[config.mk]
export PLATFORM = sky130hd
export DESIGN_NAME = adc_dc_block_packetizer_flat
export DESIGN_NICKNAME = d
export VERILOG_FILES = /design/src/rtl/core/adb_pkg.sv /design/src/rtl/core/adb_stream_if.sv /design/src/rtl/core/adb_apb_regs.sv /design/src/rtl/core/adb_dc_filter.sv /design/src/rtl/core/adb_packet_tagger.sv /design/src/rtl/core/adc_dc_block_packetizer.sv /design/src/flat_wrapper.sv
export SDC_FILE = /design/constraint.sdc
export NUM_CORES = 2
export LEC_CHECK = 0
export ABC_AREA = 1
export BUFFER_PORTS_ARGS = -buffer_cell sky130_fd_sc_hd__buf_4
export CAP_MARGIN = 20
export CORE_ASPECT_RATIO = 1.2
export CORE_MARGIN = 1.5
export CORE_UTILIZATION = 35
export DETAILED_ROUTE_END_ITERATION = 10
export HOLD_SLACK_MARGIN = 0.15
export PLACE_DENSITY_LB_ADDON = 0.2
export SLEW_MARGIN = 30
export SYNTH_ARGS = -nofsm -noshare
export SYNTH_HDL_FRONTEND = slang
export SYNTH_SLANG_ARGS = --single-unit
[constraint.sdc]
create_clock -name clk -period 23.6 [get_ports clk]
set_clock_uncertainty 0.1 [all_clocks]
set_input_delay 2.36 -clock clk [delete_from_list [all_inputs] [get_ports clk]]
set_output_delay 2.36 -clock clk [all_outputs]
set_load 0.05 [all_outputs]
[src/rtl/core/adb_pkg.sv]
// shared widths, constants, register codes and payload types for the dc blocker packetizer
package adb_pkg;

    localparam int RAW_W           = 12;
    localparam int SAMPLE_W        = 16;
    localparam int SEQ_W           = 32;
    localparam int INDEX_W         = 12;
    localparam int COEFF_W         = 15;
    localparam int LEN_W           = 13;
    localparam int ACC_W           = 40;
    localparam int COEFF_FRAC_BITS = 15;
    localparam int CENTER_SHIFT    = 4;
    localparam int DIFF_W          = SAMPLE_W + 1;
    localparam int PROD_W          = COEFF_W + 1 + ACC_W;

    localparam int MAX_PACKET_SAMPLES = 4096;

    localparam int APB_ADDR_W    = 3;
    localparam int APB_DATA_W    = 32;
    localparam int REG_INDEX_LSB = 2;

    localparam logic [RAW_W-1:0]   RAW_MIDSCALE       = RAW_W'(2048);
    localparam logic [COEFF_W-1:0] POLE_COEFF_RESET   = COEFF_W'(32604);
    localparam logic [LEN_W-1:0]   PACKET_LEN_RESET   = LEN_W'(256);
    localparam logic [LEN_W-1:0]   PACKET_LEN_MAX     = LEN_W'(MAX_PACKET_SAMPLES);

    typedef enum logic [0:0] {
        REG_POLE_COEFF         = 1'b0,
        REG_SAMPLES_PER_PACKET = 1'b1
    } adb_reg_t;

    typedef struct packed {
        logic [COEFF_W-1:0] pole_coeff;
        logic [LEN_W-1:0]   samples_per_packet;
    } adb_cfg_t;

    typedef struct packed {
        logic [RAW_W-1:0] raw_sample;
    } adb_in_t;

    typedef struct packed {
        logic signed [SAMPLE_W-1:0] filtered_sample;
        logic [SEQ_W-1:0]           packet_seq;
        logic [INDEX_W-1:0]         sample_index;
        logic                       last_in_packet;
    } adb_out_t;

endpackage

[src/rtl/core/adb_stream_if.sv]
// valid/ready stream interface carrying one payload item per transfer
interface adb_stream_if #(
    parameter type payload_t = logic
) ();

    logic     valid;
    logic     ready;
    payload_t payload;

    modport source (
        output valid,
        output payload,
        input  ready
    );

    modport sink (
        input  valid,
        input  payload,
        output ready
    );

endinterface

[src/rtl/core/adb_apb_regs.sv]
// apb configuration registers: pole coefficient and packet length
module adb_apb_regs
    import adb_pkg::*;
(
    input  logic                  clk,
    input  logic                  rst_n,
    input  logic                  psel,
    input  logic                  penable,
    input  logic                  pwrite,
    input  logic [APB_ADDR_W-1:0] paddr,
    input  logic [APB_DATA_W-1:0] pwdata,
    output logic [APB_DATA_W-1:0] prdata,
    output adb_cfg_t              cfg
);

    adb_cfg_t cfg_reg;
    adb_cfg_t cfg_next;
    adb_reg_t reg_sel;
    logic     wr_en;

    assign reg_sel = adb_reg_t'(paddr[REG_INDEX_LSB]);
    assign wr_en   = psel && penable && pwrite;

    always_comb
    begin
        cfg_next = cfg_reg;
        if (wr_en)
        begin
            unique case (reg_sel)
                REG_POLE_COEFF:         cfg_next.pole_coeff = pwdata[COEFF_W-1:0];
                REG_SAMPLES_PER_PACKET: cfg_next.samples_per_packet = pwdata[LEN_W-1:0];
                default:                cfg_next = cfg_reg;
            endcase
        end
    end

    always_comb
    begin
        unique case (reg_sel)
            REG_POLE_COEFF:         prdata = APB_DATA_W'(cfg_reg.pole_coeff);
            REG_SAMPLES_PER_PACKET: prdata = APB_DATA_W'(cfg_reg.samples_per_packet);
            default:                prdata = '0;
        endcase
    end

    always_ff @(posedge clk or negedge rst_n)
    begin
        if (!rst_n)
        begin
            cfg_reg.pole_coeff         <= POLE_COEFF_RESET;
            cfg_reg.samples_per_packet <= PACKET_LEN_RESET;
        end
        else
        begin
            cfg_reg <= cfg_next;
        end
    end

    assign cfg = cfg_reg;

endmodule

[src/rtl/core/adb_dc_filter.sv]
// centring and single-pole dc blocker with its feedback state
module adb_dc_filter
    import adb_pkg::*;
(
    input  logic                       clk,
    input  logic                       rst_n,
    input  logic                       advance,
    input  logic [RAW_W-1:0]           raw_sample,
    input  logic [COEFF_W-1:0]         pole_coeff,
    output logic signed [SAMPLE_W-1:0] filtered_sample
);

    localparam logic signed [PROD_W-1:0] ROUND_HALF = PROD_W'(1) <<< (COEFF_FRAC_BITS - 1);
    localparam logic signed [ACC_W-1:0]  FRAC_MASK  = (ACC_W'(1) <<< COEFF_FRAC_BITS) - ACC_W'(1);
    localparam logic signed [SAMPLE_W-1:0] SAT_POS  = {1'b0, {(SAMPLE_W-1){1'b1}}};
    localparam logic signed [SAMPLE_W-1:0] SAT_NEG  = {1'b1, {(SAMPLE_W-1){1'b0}}};

    logic signed [SAMPLE_W-1:0] prev_in_reg;
    logic signed [SAMPLE_W-1:0] prev_in_next;
    logic signed [ACC_W-1:0]    prev_out_reg;
    logic signed [ACC_W-1:0]    prev_out_next;

    logic [RAW_W-1:0]           centred;
    logic signed [SAMPLE_W-1:0] x;
    logic signed [DIFF_W-1:0]   dx;
    logic signed [ACC_W-1:0]    dx_scaled;
    logic signed [PROD_W-1:0]   product;
    logic signed [PROD_W-1:0]   product_rnd;
    logic signed [ACC_W-1:0]    feedback;
    logic signed [ACC_W-1:0]    y;
    logic signed [ACC_W-1:0]    y_biased;
    logic signed [ACC_W-1:0]    whole;
    logic                       in_range;

    // raw minus mid-scale, then shifted left by four bits into the sample width
    assign centred = raw_sample - RAW_MIDSCALE;
    assign x       = $signed({centred, {CENTER_SHIFT{1'b0}}});

    assign dx        = DIFF_W'(x) - DIFF_W'(prev_in_reg);
    assign dx_scaled = ACC_W'(dx) <<< COEFF_FRAC_BITS;

    // r * y_prev rounded to nearest, ties upward, kept modulo the accumulator width
    assign product     = $signed({1'b0, pole_coeff}) * prev_out_reg;
    assign product_rnd = product + ROUND_HALF;
    assign feedback    = product_rnd[COEFF_FRAC_BITS +: ACC_W];

    assign y = dx_scaled + feedback;

    // integer part truncated towards zero
    assign y_biased = y + (y[ACC_W-1] ? FRAC_MASK : ACC_W'(0));
    assign whole    = y_biased >>> COEFF_FRAC_BITS;

    assign in_range = (whole[ACC_W-1:SAMPLE_W-1] == '0) || (whole[ACC_W-1:SAMPLE_W-1] == '1);

    always_comb
    begin
        if (in_range)
            filtered_sample = whole[SAMPLE_W-1:0];
        else if (whole[ACC_W-1])
            filtered_sample = SAT_NEG;
        else
            filtered_sample = SAT_POS;
    end

    assign prev_in_next  = advance ? x : prev_in_reg;
    assign prev_out_next = advance ? y : prev_out_reg;

    always_ff @(posedge clk or negedge rst_n)
    begin
        if (!rst_n)
        begin
            prev_in_reg  <= '0;
            prev_out_reg <= '0;
        end
        else
        begin
            prev_in_reg  <= prev_in_next;
            prev_out_reg <= prev_out_next;
        end
    end

endmodule

[src/rtl/core/adb_packet_tagger.sv]
// packet sequence number, sample position and last-of-packet mark
module adb_packet_tagger
    import adb_pkg::*;
(
    input  logic               clk,
    input  logic               rst_n,
    input  logic               advance,
    input  logic [LEN_W-1:0]   samples_per_packet,
    output logic [SEQ_W-1:0]   packet_seq,
    output logic [INDEX_W-1:0] sample_index,
    output logic               last_in_packet
);

    logic [SEQ_W-1:0]   seq_reg;
    logic [SEQ_W-1:0]   seq_next;
    logic [INDEX_W-1:0] pos_reg;
    logic [INDEX_W-1:0] pos_next;
    logic [LEN_W-1:0]   len_eff;
    logic [LEN_W-1:0]   pos_plus_one;

    // zero length behaves as one, oversize clamps to the maximum
    always_comb
    begin
        if (samples_per_packet == '0)
            len_eff = LEN_W'(1);
        else if (samples_per_packet > PACKET_LEN_MAX)
            len_eff = PACKET_LEN_MAX;
        else
            len_eff = samples_per_packet;
    end

    assign pos_plus_one   = LEN_W'(pos_reg) + LEN_W'(1);
    assign last_in_packet = (pos_plus_one >= len_eff);
    assign packet_seq     = seq_reg;
    assign sample_index   = pos_reg;

    always_comb
    begin
        seq_next = seq_reg;
        pos_next = pos_reg;
        if (advance)
        begin
            if (last_in_packet)
            begin
                pos_next = '0;
                seq_next = seq_reg + SEQ_W'(1);
            end
            else
            begin
                pos_next = pos_plus_one[INDEX_W-1:0];
            end
        end
    end

    always_ff @(posedge clk or negedge rst_n)
    begin
        if (!rst_n)
        begin
            seq_reg <= '0;
            pos_reg <= '0;
        end
        else
        begin
            seq_reg <= seq_next;
            pos_reg <= pos_next;
        end
    end

endmodule

[src/rtl/core/adc_dc_block_packetizer.sv]
// top level: adc dc blocking filter with packet tagging
// One result per 12-bit ADC sample, one sample per clock sustained while the result output
// is not stalled. A sample is captured in an input register; when the result register is
// free or being emptied, the filtered value and its packet tags are computed and loaded
// into the result register. The sustained rate is set by the feedback loop y_prev ->
// (15x40 multiply, round, add) -> y_prev, which closes through a single register.
// Either register absorbs a stall, so a new sample is taken while a finished result waits.
// Configuration must be written over the APB port only while idle; the block does not check.
module adc_dc_block_packetizer
    import adb_pkg::*;
(
    input  logic                  clk,
    input  logic                  rst_n,
    input  logic                  psel,
    input  logic                  penable,
    input  logic                  pwrite,
    input  logic [APB_ADDR_W-1:0] paddr,
    input  logic [APB_DATA_W-1:0] pwdata,
    output logic [APB_DATA_W-1:0] prdata,
    output logic                  pready,
    adb_stream_if.sink            sample_in,
    adb_stream_if.source          result_out
);

    adb_cfg_t cfg;

    logic             in_valid_reg;
    logic             in_valid_next;
    logic [RAW_W-1:0] in_raw_reg;
    logic [RAW_W-1:0] in_raw_next;
    logic             res_valid_reg;
    logic             res_valid_next;
    adb_out_t         res_reg;
    adb_out_t         res_next;

    logic in_take;
    logic advance;

    logic signed [SAMPLE_W-1:0] filtered;
    logic [SEQ_W-1:0]           seq;
    logic [INDEX_W-1:0]         index;
    logic                       last;

    assign pready = 1'b1;

    adb_apb_regs u_regs (
        .clk     (clk),
        .rst_n   (rst_n),
        .psel    (psel),
        .penable (penable),
        .pwrite  (pwrite),
        .paddr   (paddr),
        .pwdata  (pwdata),
        .prdata  (prdata),
        .cfg     (cfg)
    );

    // held sample moves on when the result register is free or being emptied
    assign advance         = in_valid_reg && (!res_valid_reg || result_out.ready);
    assign sample_in.ready = !in_valid_reg || advance;
    assign in_take         = sample_in.valid && sample_in.ready;

    adb_dc_filter u_filter (
        .clk             (clk),
        .rst_n           (rst_n),
        .advance         (advance),
        .raw_sample      (in_raw_reg),
        .pole_coeff      (cfg.pole_coeff),
        .filtered_sample (filtered)
    );

    adb_packet_tagger u_tagger (
        .clk                (clk),
        .rst_n              (rst_n),
        .advance            (advance),
        .samples_per_packet (cfg.samples_per_packet),
        .packet_seq         (seq),
        .sample_index       (index),
        .last_in_packet     (last)
    );

    always_comb
    begin
        in_valid_next = in_valid_reg;
        in_raw_next   = in_raw_reg;
        if (in_take)
        begin
            in_valid_next = 1'b1;
            in_raw_next   = sample_in.payload.raw_sample;
        end
        else if (advance)
        begin
            in_valid_next = 1'b0;
        end
    end

    always_comb
    begin
        res_valid_next = res_valid_reg;
        res_next       = res_reg;
        if (advance)
        begin
            res_valid_next          = 1'b1;
            res_next.filtered_sample = filtered;
            res_next.packet_seq      = seq;
            res_next.sample_index    = index;
            res_next.last_in_packet  = last;
        end
        else if (result_out.ready)
        begin
            res_valid_next = 1'b0;
        end
    end

    always_ff @(posedge clk or negedge rst_n)
    begin
        if (!rst_n)
        begin
            in_valid_reg  <= 1'b0;
            res_valid_reg <= 1'b0;
        end
        else
        begin
            in_valid_reg  <= in_valid_next;
            res_valid_reg <= res_valid_next;
        end
    end

    always_ff @(posedge clk)
    begin
        in_raw_reg <= in_raw_next;
        res_reg    <= res_next;
    end

    assign result_out.valid   = res_valid_reg;
    assign result_out.payload = res_reg;

endmodule

[src/flat_wrapper.sv]
// flat-port wrapper written by rule: the top's interface ports become plain ports
module adc_dc_block_packetizer_flat import adb_pkg::*;
  (clk, rst_n, psel, penable, pwrite, paddr, pwdata, prdata, pready, sample_in_valid, sample_in_payload, sample_in_ready, result_out_valid, result_out_payload, result_out_ready);
  adb_stream_if #(.payload_t(adb_in_t)) sample_in_i ();
  adb_stream_if #(.payload_t(adb_out_t)) result_out_i ();
  input  logic clk;
  input  logic rst_n;
  input  logic psel;
  input  logic penable;
  input  logic pwrite;
  input  logic [APB_ADDR_W-1:0] paddr;
  input  logic [APB_DATA_W-1:0] pwdata;
  output logic [APB_DATA_W-1:0] prdata;
  output logic pready;
  input wire logic [$bits(sample_in_i.valid)-1:0] sample_in_valid;
  input wire logic [$bits(sample_in_i.payload)-1:0] sample_in_payload;
  output wire logic [$bits(sample_in_i.ready)-1:0] sample_in_ready;
  output wire logic [$bits(result_out_i.valid)-1:0] result_out_valid;
  output wire logic [$bits(result_out_i.payload)-1:0] result_out_payload;
  input wire logic [$bits(result_out_i.ready)-1:0] result_out_ready;
  assign sample_in_i.valid = sample_in_valid;
  assign sample_in_i.payload = sample_in_payload;
  assign sample_in_ready = sample_in_i.ready;
  assign result_out_valid = result_out_i.valid;
  assign result_out_payload = result_out_i.payload;
  assign result_out_i.ready = result_out_ready;
  adc_dc_block_packetizer u_core (.clk(clk), .rst_n(rst_n), .psel(psel), .penable(penable), .pwrite(pwrite), .paddr(paddr), .pwdata(pwdata), .prdata(prdata), .pready(pready), .sample_in(sample_in_i), .result_out(result_out_i));
endmodule
==> metrics.md <==
| Metric | Value |
|---|---|
| Number of DRC markers after the initial detailed-route iteration | 1136 |
| Num rows | 123 |
| Port bufs | between 100 and 150 |
| Syn Inst Count | between 4k and 5k |
| First-pass GRT wire length | between 100000 and 150000 µm |
| Cts bufs inserted | 17 |
| CP Launch Type | flip-flop |
| Die Footprint | 97100 µm² |
| Hold Crit Class | flip-flop to flip-flop |
| Mean post-synth cell area | approximately 7.7 µm² |
| Reg2Reg Depth | 54 |
| Synth Cell Area | approximately 33000 µm² |
| Global route overflow | 0 |
| Final ANT Viol Nets | 0 |
| Biggest area consumer among synthesized cells | fa_1 |
| Crit Path Class | flip-flop to flip-flop |
| Final period util | between 50% and 60% |
| Number of inserted diodes | 0 |
| DRT Pass-1 Iters | 5 |
| Endpoints failing setup | 0 |
| MaxCap Viol Count | 0 |
| Layout area overhead | 7.86% |
| Family with the most delay on the worst path | adder cells |
| Post-layout min period | 12.15 ns |
| TritonCTS clock tree | yes |
| CP max stage delay | 0.76 ns |
| CTS HTree Levels | 4 |
| Post-synth EDFFs | between 70 and 80 |
| # clock sinks | just under 200 |
| Synth area leaders | fa_1 (33%), inv_1 (14%), nand2_1 (13%), dfrtp_1 (8.6%), ha_1 (8.1%) |
| R2r setup slk | around 11 ns |
| Worst-Margin Slew | about 1 ns |
| Slew Viols, Final | 0 |
| Register area share after synthesis | between 15 and 20% |
| CP Buf/Inv Count | 5 |
| Overall Global Routing Usage | 19.0% |
| Root Driver | clkbuf_16 |
| Core area | about 94000 µm² |
| DRC Markers | 0 |
| Synth top area share | 33.3% |
| #FFs+latches synth | approximately 200 |
| Vias in the first global route | between 20k and 30k |
| Pin count of the biggest net entering global routing | just under 80 |
| Net count, final | between 5k and 6k |
| WL/cell | between 15 and 20 µm |
| RR Startpoint | u_core.u_regs.cfg[15] |
| Worst-Skew Late Latency | 0.52 ns |
| Synth Flop Type | dfrtp_1 |
| Hold Crit Depth | 0 |
| Post-cts resize count | 0 |
| Synth async-reset ratio | between 60% and 70% |
| Slowest cell on crit path | dfstp_2 |
| CTS clock-pin slew for the worst setup and hold paths | roughly 0.090 ns |
| Routed WL | 87500 µm |
| Via/cell ratio | roughly 4.5 |
| Multi-input logic area | about 23000 µm² |
| Hold endpoint | u_core.result_out.payload[37] |
| Die Wd | about 280 µm |
| Req. time, crit path | roughly 24 ns |
| Synth Warn # | 0 |
| Crit path DAT | 12.32 ns |
| Vias post-DR | approximately 25k |
| Initial core utilization | 35.4% |
| Routability Congestion | slightly below 0.9 |
| Reg area | about 5400 µm² |
| RSZ-0062 raised after global routing | false |
| Slew headroom | between 30% and 40% |
| Crit path max fanout | 29 |
| Fin. Hold Viols | 0 |
| Endpoint type of the worst setup path | flip-flop |
| # IOs | 150 |
| Hold Crit Start | u_core.u_tagger.packet_seq[24] |
| Max reg flops | 61 |
| Achievable clock frequency | 82.3 MHz |
| RR Endpoint | u_core.result_out.payload[52] |
| Die height | ~340 µm |
| Setup bufs post-CTS | 0 |
| Share of cells above drive strength 1 | 6.34% |
| Clock Tree Buf Depth | 2 |
| Most frequent CP cell | nand2_1 |
| # fillers | between 9k and 10k |
| Initial antenna violation count | 0 |
| Hpwl dp | slightly below 70000 µm |
| Setup TNS Final | 0 ns |
| Status | finished, final reports clean |
| Post-synth cell types | 58 |
| Hold_buf cts | 0 |
[worst max path at each step]
stage	start	end	slack, ns	depth (start not counted)
global route	u_core.u_regs.cfg[17]	u_core.result_out.payload[53]	10.55	54
floorplan	u_core.u_regs.cfg[15]	u_core.result_out.payload[50]	13.40	57
CTS	u_core.u_regs.cfg[15]	u_core.result_out.payload[52]	11.39	54
finish	u_core.u_regs.cfg[15]	u_core.result_out.payload[52]	11.45	54
detailed placement	u_core.u_regs.cfg[15]	u_core.result_out.payload[52]	11.44	54
global placement	u_core.u_regs.cfg[15]	u_core.result_out.payload[52]	11.44	53
[layout make-up]
| cell class | count | share of cell area [%] |
|---|---|---|
| multi-input combinational | 2714 | 62.9 |
| sequential | 199 | 14.9 |
| inverter | 1219 | 12.7 |
| tap | 1250 | 4.35 |
| timing repair buffer | 157 | 3.29 |
| clock buffer | 17 | 1.18 |
| clock inverter | 15 | 0.606 |
[cells in the mapped netlist (all sizes together) (2+ instances only)]
library cell and count:
o31ai 2, xnor2 33, dfrtp 114, o211ai 2, nor4 12, nor3b 2
a211oi 2, nand4 17, nor2 170, a21boi 7, o21a 2, o21ai 114
clkbuf 174, nor3 26, nand3 101, and3 3, fa 554, ha 217
a21o 8, a21oi 102, o22ai 10, a31oi 6, edfxtp 73, conb 2
o21bai 8, buf 22, nand3b 4, dfstp 12, inv 1218, nand2 1214
xor2 73
[metal layers]
metal	global-route usage [%]	share of wire, %	wire length, µm	vias to the layer above
li1	-	-	-	12400
met1	20.9	39	34500	12500
met2	37.5	55	48500	331
met3	1.64	2.0	1720	129
met4	7.15	3.3	2870	0
met5	0	0	0	-
[through the flow]
step	std cells	cell area, µm²	hold WS, ns	util [%]	setup slack, ns
2_1_floorplan	4328	33400	0.325	-	13.40
3_3_place_gp	5539	35300	0.334	37.5	11.44
3_5_place_dp	5539	35300	0.339	37.5	11.44
4_1_cts	5571	35900	0.363	38.2	11.39
5_1_grt	5571	35900	0.376	38.2	10.55
6_report	5571	35900	0.359	38.2	11.45
[kinds of logic after synthesis]
group | Yosys count | synth area share, %
AND/OR/NAND/NOR | 1551 | 19.0
buffers and inverters | 1415 | 16.2
adder cells (fa/ha/maj) | 771 | 41.4
AO/OA/AOI/OAI | 268 | 4.44
flip-flops | 199 | 16.1
XOR/XNOR | 106 | 2.81
other | 2 | 0.0225
[cell usage in the layout (no fill, tap or decap), types with 5 or more instances in the layout]
cell type	n
a21boi_0	5
a21o_1	8
a21oi_1	101
a31oi_1	6
buf_4	156
clkbuf_16	17
conb_1	18
dfrtp_1	114
dfstp_2	12
edfxtp_1	73
fa_1	554
ha_1	217
inv_1	1211
inv_12	5
inv_2	6
nand2_1	1180
nand2_2	29
nand3_1	92
nand3_2	9
nand4_1	17
nor2_1	156
nor2_2	10
nor3_1	24
nor4_1	11
o21ai_0	111
o21bai_1	8
o22ai_1	10
xnor2_1	32
xor2_1	73
Power is not shown: default switching activity piles up to over one toggle a cycle in this logic, so the estimate is an artifact.
